<file path="config.mk">
export PLATFORM = sky130hd
export DESIGN_NAME = price_bar_setup_counter
export DESIGN_NICKNAME = d
export VERILOG_FILES = /design/src/rtl/pbsc_pkg.sv /design/src/rtl/pbsc_core.sv /design/src/rtl/price_bar_setup_counter.sv
export SDC_FILE = /design/constraint.sdc
export NUM_CORES = 1
export LEC_CHECK = 0
export BUFFER_PORTS_ARGS = -buffer_cell sky130_fd_sc_hd__buf_2
export CAP_MARGIN = 25
export CORE_MARGIN = 2
export CORE_UTILIZATION = 45
export CTS_BUF_LIST = sky130_fd_sc_hd__clkbuf_4
export DETAILED_ROUTE_END_ITERATION = 8
export PLACE_DENSITY = 0.67
export SYNTH_ARGS = -nofsm -noshare
export SYNTH_HDL_FRONTEND = slang
export SYNTH_SLANG_ARGS = --single-unit
</file>
<file path="constraint.sdc">
create_clock -name clock -period 10.32 [get_ports clock]
set_input_delay 1.032 -clock clock [delete_from_list [all_inputs] [get_ports clock]]
set_output_delay 1.032 -clock clock [all_outputs]
set_load 0.02 [all_outputs]
</file>
<file path="src/rtl/pbsc_pkg.sv">
// Shared types and constants of the price bar setup counter.
// Used by pbsc_core and price_bar_setup_counter; depends on nothing.
package pbsc_pkg;

   localparam int PRICE_BITS    = 32;
   localparam int HISTORY_DEPTH = 5;
   localparam int SEEN_BITS     = $clog2(HISTORY_DEPTH + 1);
   localparam int COUNT_BITS    = 4;

   localparam logic [SEEN_BITS-1:0]  BARS_NEEDED   = SEEN_BITS'(HISTORY_DEPTH);
   localparam logic [COUNT_BITS-1:0] COUNT_FIRST   = COUNT_BITS'(1);
   localparam logic [COUNT_BITS-1:0] COUNT_PERFECT = COUNT_BITS'(8);
   localparam logic [COUNT_BITS-1:0] COUNT_LAST    = COUNT_BITS'(9);

   // Setup direction codes, two's complement
   localparam logic [1:0] DIR_NONE = 2'b00;
   localparam logic [1:0] DIR_BUY  = 2'b01;
   localparam logic [1:0] DIR_SELL = 2'b11;

   typedef logic [PRICE_BITS-1:0] price_type;

   typedef struct packed {
      price_type close_price;
      price_type low_price;
      price_type high_price;
   } bar_type;

   typedef struct packed {
      logic [PRICE_BITS-1:0] level_price;
      logic                  perfected;
      logic [COUNT_BITS-1:0] setup_count;
      logic signed [1:0]     direction;
      logic                  ready_res;
   } result_type;

endpackage

</file>
<file path="src/rtl/pbsc_core.sv">
// Setup state and combinational bar evaluation of the price bar setup counter.
// Holds the price histories and the previous result; depends on pbsc_pkg.
module pbsc_core (
   input  logic                clock,
   input  logic                reset,
   input  logic                step,
   input  pbsc_pkg::bar_type    bar,
   output pbsc_pkg::result_type result
);
   import pbsc_pkg::*;

   price_type                close_hist_ff [HISTORY_DEPTH];
   price_type                high_hist_ff  [2];
   price_type                low_hist_ff   [2];
   logic [SEEN_BITS-1:0]     bars_seen_ff;
   logic [1:0]               last_dir_ff, last_dir_in;
   logic [COUNT_BITS-1:0]    last_count_ff, last_count_in;
   price_type                extreme_ff, extreme_in;
   price_type                last_level_ff, last_level_in;

   logic                     warm;
   logic                     buy_flip, sell_flip, buy_cont, sell_cont;
   logic [COUNT_BITS-1:0]    cont_count;
   logic [1:0]               dir;
   logic [COUNT_BITS-1:0]    cnt;
   logic                     perf;
   price_type                level;
   price_type                c1, c4, c5;

   assign c1 = close_hist_ff[0];
   assign c4 = close_hist_ff[3];
   assign c5 = close_hist_ff[4];

   always_comb begin
      warm       = (bars_seen_ff >= BARS_NEEDED);
      buy_flip   = (bar.close_price <= c4) && (c1 >= c5);
      sell_flip  = !buy_flip && (bar.close_price >= c4) && (c1 <= c5);
      buy_cont   = !buy_flip && !sell_flip && (bar.close_price < c4)
                   && (last_dir_ff == DIR_BUY);
      sell_cont  = !buy_flip && !sell_flip && !buy_cont && (bar.close_price > c4)
                   && (last_dir_ff == DIR_SELL);
      // restart at one after a nine
      cont_count = (last_count_ff == COUNT_LAST) ? COUNT_FIRST
                                                 : last_count_ff + COUNT_FIRST;

      dir        = DIR_NONE;
      cnt        = '0;
      extreme_in = extreme_ff;
      if (buy_flip) begin
         dir        = DIR_BUY;
         cnt        = COUNT_FIRST;
         extreme_in = bar.high_price;
      end else if (sell_flip) begin
         dir        = DIR_SELL;
         cnt        = COUNT_FIRST;
         extreme_in = bar.low_price;
      end else if (buy_cont) begin
         dir = DIR_BUY;
         cnt = cont_count;
         if (last_count_ff != COUNT_LAST && bar.high_price > extreme_ff) begin
            extreme_in = bar.high_price;
         end
      end else if (sell_cont) begin
         dir = DIR_SELL;
         cnt = cont_count;
         if (last_count_ff != COUNT_LAST && bar.low_price < extreme_ff) begin
            extreme_in = bar.low_price;
         end
      end

      perf = 1'b0;
      if (cnt >= COUNT_PERFECT) begin
         if (dir == DIR_BUY) begin
            perf = bar.low_price < low_hist_ff[1];
         end else if (dir == DIR_SELL) begin
            perf = bar.high_price > high_hist_ff[1];
         end
      end

      level = (cnt == COUNT_LAST) ? extreme_in : last_level_ff;
      // drop the level once the close crosses it
      if ((last_dir_ff == DIR_BUY && bar.close_price > level) ||
          (last_dir_ff == DIR_SELL && bar.close_price < level)) begin
         level = '0;
      end

      last_dir_in   = dir;
      last_count_in = cnt;
      last_level_in = level;

      result = '0;
      if (warm) begin
         result.ready_res   = 1'b1;
         result.direction   = dir;
         result.setup_count = cnt;
         result.perfected   = perf;
         result.level_price = level;
      end
   end

   always_ff @(posedge clock) begin
      if (reset) begin
         for (int i = 0; i < HISTORY_DEPTH; i++) begin
            close_hist_ff[i] <= '0;
         end
         for (int i = 0; i < 2; i++) begin
            high_hist_ff[i] <= '0;
            low_hist_ff[i]  <= '0;
         end
         bars_seen_ff  <= '0;
         last_dir_ff   <= DIR_NONE;
         last_count_ff <= '0;
         extreme_ff    <= '0;
         last_level_ff <= '0;
      end else if (step) begin
         for (int i = HISTORY_DEPTH - 1; i > 0; i--) begin
            close_hist_ff[i] <= close_hist_ff[i-1];
         end
         close_hist_ff[0] <= bar.close_price;
         high_hist_ff[1]  <= high_hist_ff[0];
         high_hist_ff[0]  <= bar.high_price;
         low_hist_ff[1]   <= low_hist_ff[0];
         low_hist_ff[0]   <= bar.low_price;
         if (warm) begin
            last_dir_ff   <= last_dir_in;
            last_count_ff <= last_count_in;
            extreme_ff    <= extreme_in;
            last_level_ff <= last_level_in;
         end else begin
            bars_seen_ff <= bars_seen_ff + SEEN_BITS'(1);
         end
      end
   end

endmodule

</file>
<file path="src/rtl/price_bar_setup_counter.sv">
// Top level of the price bar setup counter: stream ports, request register
// and result register around pbsc_core; depends on pbsc_pkg and pbsc_core.
//
// One closed price bar per request gives one result. A bar is taken every
// cycle when the result side keeps up; a result is offered once its request
// has passed the request register and then the result register, which it
// enters when that register is free. The rate is set by the update of the
// setup state (count, direction, extreme and level), which each bar reads
// from the bar before it. The first five bars only fill the price histories
// and return a result with ready_res low and all other fields zero.
module price_bar_setup_counter (
   input  logic        clock,
   input  logic        reset,
   input  logic        req_tvalid,
   output logic        req_tready,
   input  logic [95:0] req_tdata,  // high_price[31:0], low_price[63:32], close_price[95:64]
   output logic        rsp_tvalid,
   input  logic        rsp_tready,
   output logic [39:0] rsp_tdata,  // direction[1:0], setup_count[5:2], perfected[6],
                                   // level_price[38:7], zero[39]
   output logic [0:0]  rsp_tuser   // ready_res[0]
);
   import pbsc_pkg::*;

   logic       req_valid_ff;
   bar_type    req_bar_ff;
   logic       rsp_valid_ff, rsp_valid_in;
   result_type rsp_ff;
   result_type result;
   logic       advance;

   // move the held request into the result register when it is free
   assign advance    = req_valid_ff && (!rsp_valid_ff || rsp_tready);
   assign req_tready = !req_valid_ff || advance;

   always_comb begin
      rsp_valid_in = rsp_valid_ff;
      if (advance) begin
         rsp_valid_in = 1'b1;
      end else if (rsp_tready) begin
         rsp_valid_in = 1'b0;
      end
   end

   pbsc_core u_core (
      .clock  (clock),
      .reset  (reset),
      .step   (advance),
      .bar    (req_bar_ff),
      .result (result)
   );

   always_ff @(posedge clock) begin
      if (reset) begin
         req_valid_ff <= 1'b0;
         rsp_valid_ff <= 1'b0;
      end else begin
         if (req_tready) begin
            req_valid_ff <= req_tvalid;
         end
         rsp_valid_ff <= rsp_valid_in;
      end
   end

   always_ff @(posedge clock) begin
      if (req_tvalid && req_tready) begin
         req_bar_ff.high_price  <= req_tdata[31:0];
         req_bar_ff.low_price   <= req_tdata[63:32];
         req_bar_ff.close_price <= req_tdata[95:64];
      end
      if (advance) begin
         rsp_ff <= result;
      end
   end

   assign rsp_tvalid = rsp_valid_ff;
   assign rsp_tdata  = {1'b0, rsp_ff.level_price, rsp_ff.perfected,
                        rsp_ff.setup_count, rsp_ff.direction};
   assign rsp_tuser  = rsp_ff.ready_res;

endmodule
</file>
==> parameters.txt <==
Parameter                              Value

Die
  I/O pins ... 143
  Site row count ... 87
  DIE AREA ... 59000 µm²
  Die X ... 243 µm
  Die Ht ... 243 µm
  Effective utilization at floorplan ... 45.5%
  Core Box Area ... 56400 µm²

Timing
  Unrepaired setup endpoints after global routing ... no
  Final Hold Violating Endpoints ... 0
  Final period utilization ... 75.6%
  Final setup margin ... 2.52 ns
  Setup TNS ... 0 ns
  Total count of max-transition violations in the final report ... 0
  Highest clock frequency the design can meet ... 128 MHz
  Number of setup violations in the final report ... 0
  Tmin final ... 7.80 ns
  Relative slew margins ... 27.8%
  Final clock skew ... 0.0635 ns
  Measured slew at the worst slew-check pin ... 1.06 ns

Worst hold path
  Depth of the worst hold-timing path ... 1
  Type of the tightest min-delay check ... input port to flop

Placement
  Area after DPL ... 27000 µm²
  Post-placement worst setup slack ... 2.60 ns
  Total half-perimeter wirelength after legalization and detailed placement ... 48100 µm
  Quantity of I/O buffers inserted on ports ... 141
  Last weighted congestion value of the routability-driven placer ... 0.936

GRT
  Wire length of the first global-routing pass ... 106000 µm
  Overall global routing resource usage ... 23.5%
  Number of antenna violations at the first check in global routing ... 2
  Gr ovfl total ... 0
  Maximum number of pins on one net before global-route repair ... 164
  Number of global-route vias before repair ... 18400

Synthesis
  Post-Synthesis Net Count ... 2471
  Synthesized netlist cell count ... 2145
  Number of synthesized flops with an enable pin ... 424
  Avg Synthesized Cell Area ... 12.0 µm²
  Top flip-flop cell by instance count after synthesis ... edfxtp_1
  Warnings, synthesis ... 0
  Total of flip-flops plus latches after synthesis ... 499
  Part of the Yosys area used for sequential elements ... 55.4%
  Share of synthesized registers carrying an async set or reset ... 0%
  Post-Synthesis Cell Area ... 25700 µm²
  Count of cell types in the netlist ... 73

Clock network
  Clk Tree Root Cell ... clkbuf_4
  H-tree depth ... 4
  Sinks on Clock Net ... 499
  Post-CTS setup repair buffer count ... 0
  Clk slew on worst S/H paths ... 0.07 ns
  Clock latency at the later pin of the worst-skew pair ... 0.98 ns
  Clock tree from TritonCTS ... yes
  Post-CTS sizing ... 0
  Total clock buffers created by CTS ... 139
  Hold buffers post-CTS ... 0
  Maximum clock insertion buffer count ... 3

Critical path
  Number of cells on the worst reg-to-reg path ... 22
  Setup crit start kind ... flop
  Worst Path Arrival ... 8.61 ns
  Element type at the critical path end ... flop
  Worst reg2reg endpoint ... rsp_tdata[29]
  Endpoint required time on the critical path ... 11.12 ns
  End of the critical path ... rsp_tdata[29]
  Reg-to-Reg Start ... u_core.close_hist_ff[0][1]
  Minimum setup slack among reg-to-reg paths ... 2.52 ns
  Kind of critical path ... flop to flop
  Origin of the worst setup path ... u_core.close_hist_ff[0][1]
  Worst-path maximum fanout ... 47

Route
  ANT nets after route ... 0
  Detail-routed via count per cell ... 5.64
  Total DRC errors in the routed layout ... 0
  Total number of vias ... 18100
  Drt total wl ... 68400 µm
  Routed length per instance ... 21.3 µm
  DR pass1 iterations ... 7
  Count of routing violations after the opening detailed-route iteration ... 1471

Power
  Total chip power ... 4.72 mW
  LEAKAGE ... 11.4 nW
  Power density of the placed cells ... 163 nW/µm²
  Worst VDD drop ... 0.0933 mV

Finish
  Area delta synth->final ... 12.5%
  Layout cells sized above 1 ... 18.1%
  Net count reported at finish ... 2672
  Summed area of non-filler cells in the final layout ... 28900 µm²
  Final cell utilization of the core ... 51.2%

Job
  MaxCap Viol Count ... 0

Status
  Outcome ... complete, no violations
## cell type report
type / instances / area [µm²]
fillers: 5083 / 27500
flip-flops and latches: 499 / 14200
multi-input cells: 1308 / 10100
clock buffers: 197 / 1480
well taps: 756 / 946
repair buffers: 161 / 903
inverters: 237 / 890
clock inverters: 46 / 325
diodes: 2 / 5.00
## cells by family (layout without fill, tap and decap cells)
kind of cell | Yosys count | count (layout) | share of synthesized area, %
other cells | 1 | 3 | 0.0146
simple gates | 574 | 574 | 12.4
xor+xnor | 4 | 4 | 0.136
buf+inv | 338 | 641 | 5.34
flops | 499 | 499 | 55.4
compound gates | 471 | 471 | 14.4
fa+ha+maj | 226 | 226 | 11.0
mux | 32 | 32 | 1.25
## layout by cell type (no fill, tap or decap), types with 31 or more instances in the layout
cell type	n
a211oi_1	96
a211oi_2	38
a21o_1	65
a21oi_1	53
and2_1	220
buf_2	140
clkbuf_4	197
dfxtp_1	75
edfxtp_1	424
ha_1	226
inv_1	235
mux2i_1	32
nand2_1	39
nand3_1	49
nand4_1	38
nor2_1	77
nor3_1	90
o21ai_0	31
## power breakdown
part	internal [mW]	total [mW]	switching [mW]	leakage, nW
registers	2.30	2.37	0.0692	5.00
clock network	1.01	1.86	0.852	1.06
logic	0.167	0.497	0.330	5.36
## worst min path at each step
stage / startpoint / endpoint
global placement: u_core.last_level_ff[4] / u_core.last_level_ff[4]
detailed placement: u_core.last_level_ff[4] / u_core.last_level_ff[4]
floorplan: u_core.last_level_ff[12] / u_core.last_level_ff[12]
global route: req_tdata[58] / req_bar_ff[58]
CTS: req_tdata[60] / req_bar_ff[60]
finish: req_tdata[27] / req_bar_ff[27]
## Yosys cell counts, drive strengths merged (5+ instances only)
| cell | number | area, µm² |
|---|---|---|
| a21oi | 54 | 274 |
| a21o | 65 | 488 |
| nand2b | 7 | 43.8 |
| nand3 | 50 | 255 |
| o221ai | 30 | 263 |
| and3 | 5 | 31.3 |
| edfxtp | 424 | 12700 |
| clkbuf | 72 | 270 |
| nor2b | 16 | 100 |
| nand4 | 38 | 238 |
| o211ai | 8 | 60.1 |
| and4 | 6 | 52.6 |
| o22ai | 29 | 181 |
| and2 | 221 | 1380 |
| nor3 | 90 | 450 |
| o21a | 22 | 165 |
| mux2i | 32 | 320 |
| buf | 29 | 211 |
| o2111ai | 5 | 43.8 |
| nor2 | 78 | 293 |
| a211oi | 134 | 1200 |
| nor4 | 7 | 73.8 |
| ha | 226 | 2830 |
| o21ai | 35 | 175 |
| a211o | 8 | 70.1 |
| a22o | 29 | 263 |
| inv | 236 | 886 |
| dfxtp | 75 | 1500 |
| a31o | 5 | 43.8 |
| nand2 | 43 | 166 |
| a2111oi | 5 | 68.8 |
## critical path: stages (launching register included)
cell       delay, ns
edfxtp_1        0.38
ha_1            0.32
nor2b_1         0.17
o211ai_1        0.09
a2111oi_0       0.90
o31a_1          0.36
a22o_1          0.28
nand2_2         0.53
a211o_4         0.75
buf_4           0.40
a211oi_2        0.32
a21o_1          0.14
ha_1            0.24
nand3_1         0.11
o21bai_1        0.12
a31oi_1         0.13
o31ai_1         0.23
nand4b_1        0.15
a32oi_1         0.22
nor2b_1         0.61
nand2_1         0.59
buf_4           0.38
a211oi_1        0.19
## sequential cells by signal, indices dropped and copies added, names as in the netlist
name                  flops
req_bar_ff               96
req_valid_ff              1
rsp_tdata                39
rsp_tuser                 1
rsp_tvalid                1
u_core.bars_seen_ff       3
u_core.close_hist_ff    160
u_core.extreme_ff        32
u_core.high_hist_ff      64
u_core.last_count_ff      4
u_core.last_dir_ff        2
u_core.last_level_ff     32
u_core.low_hist_ff       64
## through the flow
step	hold WS, ns	instances
finish	0.226	3206
global route	0.121	3206
CTS	0.0929	3202
detailed placement	0.460	2959
global placement	0.453	2959
floorplan	0.436	2145
## layer usage
metal / GRT usage [%] / up-vias / wire length (µm)
li1: - / 8495 / -
met1: 31.0 / 8810 / 29500
met2: 36.7 / 660 / 31700
met3: 6.19 / 121 / 5070
met4: 10.2 / 0 / 2150
met5: 0 / - / 0
No activity file was read; power rests on OpenSTA's default activity.
